`src/sv/msr_pkg.sv`:
```
// Shared types and constants for the mode sense 10-to-6 response remap unit.
package msr_pkg;

  // Header sizes of the two response forms and the result size ceiling
  localparam logic [15:0] HDR10_BYTES  = 16'd8;
  localparam logic [16:0] HDR6_BYTES   = 17'd4;
  localparam logic [16:0] RESULT_LIMIT = 17'd256;
  localparam logic [8:0]  CAP_RESET    = 9'd256;

  // Output queue depth: one header burst
  localparam int unsigned QDEPTH = 4;

  // One result word
  typedef struct packed {
    logic [7:0] data;
    logic       last;
    logic       fail;
  } result_t;

  // Words produced by one input word, handed to the output queue
  typedef struct packed {
    logic [2:0]         n;
    result_t [3:0]      w;
  } push_t;

endpackage

```
`src/sv/msr_obuf.sv`:
```
// Four-entry shift queue that holds result words until the sink takes them.
module msr_obuf
  import msr_pkg::*;
(
  input  logic       clk,
  input  logic       rst_n,
  input  logic       push_en,
  input  push_t      push,
  output logic [2:0] free,
  output logic       out_tvalid,
  input  logic       out_tready,
  output result_t    out_word
);

  result_t [3:0] buf_r, buf_nxt;
  logic [2:0]    cnt_r, cnt_nxt;
  logic          pop;
  logic [2:0]    base;
  logic [2:0]    n_eff;

  assign out_tvalid = (cnt_r != 3'd0);
  assign out_word   = buf_r[0];
  assign pop        = out_tvalid && out_tready;
  // slots available this cycle, counting the word leaving now
  assign free       = 3'(QDEPTH) - cnt_r + {2'b0, pop};

  // shift on pop, then append the pushed words behind the survivors
  always_comb begin
    base  = cnt_r - {2'b0, pop};
    n_eff = push_en ? push.n : 3'd0;
    for (int i = 0; i < 4; i++) begin
      if (pop && i < 3) begin
        buf_nxt[i] = buf_r[i+1];
      end else begin
        buf_nxt[i] = buf_r[i];
      end
    end
    for (int i = 0; i < 4; i++) begin
      for (int k = 0; k < 4; k++) begin
        if (3'(k) < n_eff && base + 3'(k) == 3'(i)) begin
          buf_nxt[i] = push.w[k];
        end
      end
    end
    cnt_nxt = base + n_eff;
  end

  always_ff @(posedge clk) begin
    buf_r <= buf_nxt;
  end

  always_ff @(posedge clk) begin
    if (!rst_n) begin
      cnt_r <= 3'd0;
    end else begin
      cnt_r <= cnt_nxt;
    end
  end

endmodule

```
`src/sv/mode_sense10_to_6_response_remap_unit.sv`:
```
// Top level: rewrites a MODE SENSE(10) response byte stream into MODE SENSE(6) form.
//
//  channel | dir | tdata                         | tuser            | tlast
//  in_     | in  | [7:0] data_byte, [23:8] total | starts_response  | -
//  out_    | out | [7:0] out_byte                | failed           | last_byte
//  cfg_    | in  | cfg_wdata[8:0] out_capacity   | -                | -
//
// One input word per cycle while in_tready is high. A word is held in the input register,
// then translated into the four-entry output queue, and its results leave from the queue head.
// Header byte 7 pushes four words at once; the seven header bytes before it push
// nothing and empty the queue, so a ready sink never stalls the input. A stalled
// sink stalls the input once the queue lacks room for the held word's results.
// Reset (rst_n low, synchronous) empties the queue and leaves the unit idle,
// ignoring bytes until a start marker; out_capacity resets to 256.
module mode_sense10_to_6_response_remap_unit
  import msr_pkg::*;
(
  input  logic        clk,
  input  logic        rst_n,
  input  logic        in_tvalid,
  output logic        in_tready,
  input  logic [23:0] in_tdata,   // [7:0] data_byte, [23:8] total_bytes
  input  logic        in_tuser,   // [0] starts_response
  output logic        out_tvalid,
  input  logic        out_tready,
  output logic [7:0]  out_tdata,  // [7:0] out_byte
  output logic        out_tlast,  // last_byte
  output logic        out_tuser,  // [0] failed
  input  logic        cfg_we,
  input  logic [8:0]  cfg_wdata
);

  // input register
  logic        iv_r;
  logic [7:0]  b_r;
  logic [15:0] tot_r;
  logic        st_r;

  // response state
  logic [8:0]  cap_r;
  logic [15:0] pos_r, pos_nxt;
  logic [15:0] len_r, len_nxt;
  logic [7:0]  med_r, med_nxt;
  logic [7:0]  dev_r, dev_nxt;
  logic [7:0]  dhi_r, dhi_nxt;
  logic [15:0] dlen_r, dlen_nxt;
  logic        drop_r, drop_nxt;

  push_t       push;
  logic [2:0]  free;
  logic        proc;
  result_t     out_word;

  logic [15:0] desc;
  logic [15:0] pages;
  logic [16:0] result;
  logic [16:0] result_m1;
  result_t     err_w;

  assign err_w = '{data: 8'd0, last: 1'b1, fail: 1'b1};

  // process the held word when the queue has room for all its results
  assign proc      = iv_r && (push.n <= free);
  assign in_tready = !iv_r || proc;

  // input register load
  always_ff @(posedge clk) begin
    if (in_tvalid && in_tready) begin
      b_r   <= in_tdata[7:0];
      tot_r <= in_tdata[23:8];
      st_r  <= in_tuser;
    end
  end

  always_ff @(posedge clk) begin
    if (!rst_n) begin
      iv_r <= 1'b0;
    end else if (in_tready) begin
      iv_r <= in_tvalid;
    end
  end

  // per-byte translation
  always_comb begin
    pos_nxt   = pos_r;
    len_nxt   = len_r;
    med_nxt   = med_r;
    dev_nxt   = dev_r;
    dhi_nxt   = dhi_r;
    dlen_nxt  = dlen_r;
    drop_nxt  = drop_r;
    push      = '0;
    desc      = {dhi_r, b_r};
    pages     = 16'd0;
    result    = 17'd0;
    result_m1 = 17'd0;

    // start marker restarts the response
    if (st_r) begin
      pos_nxt  = 16'd0;
      len_nxt  = tot_r;
      med_nxt  = 8'd0;
      dev_nxt  = 8'd0;
      dhi_nxt  = 8'd0;
      dlen_nxt = 16'd0;
      drop_nxt = 1'b0;
    end

    if (st_r && tot_r < HDR10_BYTES) begin
      // response too short for a header
      drop_nxt  = 1'b1;
      push.n    = 3'd1;
      push.w[0] = err_w;
    end else if (!drop_nxt) begin
      pos_nxt = pos_nxt + 16'd1;
      if (pos_nxt - 16'd1 < HDR10_BYTES) begin
        // header bytes
        case (pos_nxt[2:0] - 3'd1)
          3'd2: med_nxt = b_r;
          3'd3: dev_nxt = b_r;
          3'd6: dhi_nxt = b_r;
          3'd7: begin
            dlen_nxt  = desc;
            pages     = len_nxt - HDR10_BYTES - desc;
            result    = HDR6_BYTES + {1'b0, pages};
            result_m1 = result - 17'd1;
            if (desc > len_nxt - HDR10_BYTES) begin
              drop_nxt  = 1'b1;
              push.n    = 3'd1;
              push.w[0] = err_w;
            end else if (result > {8'd0, cap_r} || result > RESULT_LIMIT) begin
              drop_nxt  = 1'b1;
              push.n    = 3'd1;
              push.w[0] = err_w;
            end else begin
              push.n    = 3'd4;
              push.w[0] = '{data: result_m1[7:0], last: 1'b0, fail: 1'b0};
              push.w[1] = '{data: med_r, last: 1'b0, fail: 1'b0};
              push.w[2] = '{data: dev_r, last: 1'b0, fail: 1'b0};
              push.w[3] = '{data: 8'd0, last: (pages == 16'd0), fail: 1'b0};
              drop_nxt  = (pages == 16'd0);
            end
          end
          default: ;
        endcase
      end else if ({1'b0, pos_r} >= {1'b0, HDR10_BYTES} + {1'b0, dlen_r}) begin
        // page bytes pass through; descriptors are skipped
        push.n    = 3'd1;
        push.w[0] = '{data: b_r, last: ({1'b0, pos_r} + 17'd1 >= {1'b0, len_r}),
                      fail: 1'b0};
        drop_nxt  = ({1'b0, pos_r} + 17'd1 >= {1'b0, len_r});
      end
    end
  end

  // state update
  always_ff @(posedge clk) begin
    if (!rst_n) begin
      pos_r  <= 16'd0;
      len_r  <= 16'd0;
      med_r  <= 8'd0;
      dev_r  <= 8'd0;
      dhi_r  <= 8'd0;
      dlen_r <= 16'd0;
      drop_r <= 1'b1;
    end else if (proc) begin
      pos_r  <= pos_nxt;
      len_r  <= len_nxt;
      med_r  <= med_nxt;
      dev_r  <= dev_nxt;
      dhi_r  <= dhi_nxt;
      dlen_r <= dlen_nxt;
      drop_r <= drop_nxt;
    end
  end

  // capacity register
  always_ff @(posedge clk) begin
    if (!rst_n) begin
      cap_r <= CAP_RESET;
    end else if (cfg_we) begin
      cap_r <= cfg_wdata;
    end
  end

  msr_obuf u_obuf (
    .clk        (clk),
    .rst_n      (rst_n),
    .push_en    (proc),
    .push       (push),
    .free       (free),
    .out_tvalid (out_tvalid),
    .out_tready (out_tready),
    .out_word   (out_word)
  );

  assign out_tdata = out_word.data;
  assign out_tlast = out_word.last;
  assign out_tuser = out_word.fail;

endmodule
```
`config.mk`:
```
export PLATFORM = sky130hd
export DESIGN_NAME = mode_sense10_to_6_response_remap_unit
export DESIGN_NICKNAME = d
export VERILOG_FILES = /design/src/sv/msr_pkg.sv /design/src/sv/msr_obuf.sv /design/src/sv/mode_sense10_to_6_response_remap_unit.sv
export SDC_FILE = /design/constraint.sdc
export NUM_CORES = 1
export LEC_CHECK = 0
export ABC_AREA = 1
export BUFFER_PORTS_ARGS = -buffer_cell sky130_fd_sc_hd__buf_2
export CAP_MARGIN = 20
export CORE_MARGIN = 1.5
export CORE_UTILIZATION = 34
export DETAILED_ROUTE_END_ITERATION = 8
export GPL_TIMING_DRIVEN = 0
export PLACE_DENSITY = 0.56
export SLEW_MARGIN = 20
export SYNTH_ARGS = -nofsm -noshare
export SYNTH_HDL_FRONTEND = slang
export SYNTH_SLANG_ARGS = --single-unit
```
`constraint.sdc`:
```
create_clock -name clk -period 13.41 [get_ports clk]
set_input_delay 0.6705 -clock clk [delete_from_list [all_inputs] [get_ports clk]]
set_output_delay 0.6705 -clock clk [all_outputs]
set_load 0.02 [all_outputs]
```
==> metrics.md <==
| Metric | Value |
|---|---|
| Gp weighted congestion | `approximately 0.93` |
| Most frequent cell after synthesis | `nand2_1` |
| Largest net degree at the start of global routing | `26` |
| Critical Path Start | `st_r` |
| Pleak | `5.97 nW` |
| M1 WL | `between 15000 and 20000 um` |
| Starting Density | `between 30 and 40%` |
| CP Class | `register to register` |
| Layout Nets | `between 2000 and 2500` |
| Initial antenna violation count | `0` |
| Die width | `slightly below 200 um` |
| Setup_tns | `0 ns` |
| Top cells by area, synth | `edfxtp_1 (16%), dfxtp_1 (14%), nand2_1 (13%)` |
| Yosys cell types | `49` |
| RSZ-0062 raised after global routing | `false` |
| Synth Net Count | `roughly 2000` |
| Synth cell count leaders | `nand2_1 (417), inv_1 (267), a21oi_1 (171), o21ai_0 (163), nor2_1 (151)` |
| Clock transition at path regs | `~0.070 ns` |
| Vias in the first global route | `between 10000 and 15000` |
| Startpoint Class | `register` |
| Fillers | `about 3900` |
| PD cells | `approximately 180 mW/mm2` |
| DR WL met2 | `around 18000 um` |
| Setup Viol. Count Final | `0` |
| First-pass GRT wire length | `~63000 um` |
| Synth Cell Area | `0.0122 mm2` |
| Yosys reg bits | `approximately 150` |
| Die Area | `between 0.03 and 0.04 mm2` |
| Top layer in use | `met4` |
| Layout cells sized above 1 | `roughly 8%` |
| Overflow after GRT | `0` |
| CTS tree | `yes` |
| Routed len/inst | `around 17 um` |
| Worst flop-to-flop path startpoint | `st_r` |
| Core ar. | `between 0.03 and 0.04 mm2` |
| EDFF count, synth | `65` |
| Clock Path Buffers | `2` |
| CP max-delay cell | `nor2_1` |
| DR iter-0 viols | `approximately 1000` |
| H-tree levels | `4` |
| Post-synthesis average cell area | `6.62 um2` |
| Slew HR | `roughly a third` |
| DR DRC count | `0` |
| Final Hold Viols | `0` |
| Critical path required time | `roughly 14 ns` |
| Hold buffer count at CTS | `0` |
| ANT cells | `0` |
| Max Clk Rate | `0.101 GHz` |
| Antenna viol nets, final | `0` |
| Hold Crit Start | `in_tdata[6]` |
| Min-Delay Path Class | `input pin to register` |
| Instance count on the critical path | `46` |
| Max stage delay on crit path | `~0.57 ns` |
| Register area share after synthesis | `a little under a third` |
| Synth async-reset ratio | `0%` |
| Minimum clock period | `9.93 ns` |
| Syn Inst Count | `about 1800` |
| CP endpoint kind | `register` |
| Pin slew with the least headroom to its limit | `around 0.99 ns` |
| Clk Latency, worst-skew pair | `0.47 ns` |
| Vias/cell | `a little over 5` |
| First-pass DRT Iterations | `8` |
| Chip Height | `between 150 and 200 um` |
| Yosys top cell by area | `edfxtp_1` |
| I/O Buffers | `50` |
| Synth top area share | `~16%` |
| Post-placement cell count | `2347` |
| Crit path buffers/inverters | `16` |
| P&R area growth vs syn | `11.8%` |
| Clock buffer count from CTS | `17` |
| Critical Path AT | `roughly 10 ns` |
| IO Count | `a little over 50` |
| Post-layout instance count excluding filler cells | `between 2000 and 2500` |
| # rows | `69` |
| Yosys warns | `0` |
| Max-slew violations | `0` |
| Post-cts sizing count | `0` |
| Status | `complete, no violations` |
| Worst path top cell family by delay | `simple AND/OR/NAND/NOR gates` |
| Hold depth | `1` |
| Final Cycle Share | `between 70% and 80%` |
| R2R cell count | `46` |
| DR vias | `between 10000 and 15000` |
| CTS root buffer | `clkbuf_16` |
| Total routed wirelength | `approximately 40000 um` |
| Total of max-cap violations | `0` |
| Layout Skew | `0.0220 ns` |
| Met3 routed WL | `roughly 2200 um` |
| Cell mode on critical path | `inv_1` |
| Peak supply drop | `roughly 0.14 mV` |
| Detailed-placement wirelength estimate | `~32000 um` |
| Most used DFF post-synth | `dfxtp_1` |
| Worst-path fanout max | `10` |
| Clock sinks | `approximately 150` |
| Postcts setup bufs | `0` |
| Total GRT Usage | `between 20% and 30%` |
layout by cell type, fill, tap and decap left out, types with 17 or more instances in the layout:
cell type  count
nand2_1      417
inv_1        266
a21oi_1      171
o21ai_0      163
nor2_1       151
nand3_1      144
dfxtp_1       86
ha_1          76
edfxtp_1      65
buf_2         61
clkbuf_1      42
o211ai_1      39
xor2_1        38
nand4_1       24
nor3_1        20
clkbuf_16     17
per-stage QoR:
stage	instance area, um2	hold slack, ns	util (%)	worst slack, ns	power, mW
2_1_floorplan	12200	0.440	-	6.05	1.52
3_3_place_gp	13000	0.453	36.7	3.59	1.85
5_1_grt	13600	0.378	38.4	2.64	2.59
3_5_place_dp	13000	0.456	36.7	3.60	1.86
4_1_cts	13600	0.376	38.4	3.55	2.38
6_report	13600	0.387	38.4	3.48	2.38
report_power, final:
| part | switching (mW) | internal, mW |
|---|---|---|
| logic | 0.880 | 0.369 |
| registers | 0.0442 | 0.573 |
| clock network | 0.244 | 0.268 |
| total | 1.17 | 1.21 |
kinds of logic after synthesis:
| kind of cell | after synthesis | synth area share (%) |
|---|---|---|
| AND/OR/NAND/NOR | 810 | 29.2 |
| XOR/XNOR | 47 | 3.39 |
| AO/OA/AOI/OAI | 401 | 17.8 |
| multiplexers | 1 | 0.0823 |
| adder cells (fa/ha/maj) | 77 | 7.99 |
| buffers and inverters | 349 | 11.3 |
| flip-flops | 151 | 30.2 |
state kept, by name, summed over array words and instances, names as in the netlist:
| name | cells |
|---|---|
| u_obuf.buf_r | 30 |
| dlen_r | 16 |
| len_r | 16 |
| pos_r | 16 |
| tot_r | 16 |
| u_obuf.out_word | 10 |
| cap_r | 9 |
| b_r | 8 |
| dev_r | 8 |
| dhi_r | 8 |
| med_r | 8 |
| u_obuf.cnt_r | 3 |
| drop_r | 1 |
| iv_r | 1 |
| st_r | 1 |
final timing paths:
| kind | to | slack [ns] |
|---|---|---|
| worst min register to register | dlen_r[2] | 0.47 |
| worst min-delay path | b_r[6] | 0.39 |
| worst max register to register | pos_r[8] | 3.48 |
| worst max-delay path | pos_r[8] | 3.48 |
worst register-to-register path, delay by kind of cell (launching register included):
family	cells	cell delay, ns
AOI/OAI and AO/OA	3	0.33
adders and majority gates	5	1.44
buffers and inverters	16	3.45
DFF	1	0.47
muxes	1	0.42
and+or+nand+nor	21	3.70
cell type report:
type	count	area (um2)	area share, %
buffer	65	303	2.23
clock buffer	17	425	3.13
clock inverter	15	180	1.33
inverter	284	1070	7.86
multi-input combinational	1336	7110	52.3
sequential	151	3670	27.0
tap	461	577	4.24
timing repair buffer	50	250	1.84
layer usage:
layer	GRT usage, %	vias up
met5	0	-
met4	10.1	0
met3	3.09	82
met2	36.0	406
met1	29.2	5628
li1	-	6214
Power figures use the tool's default switching activity.
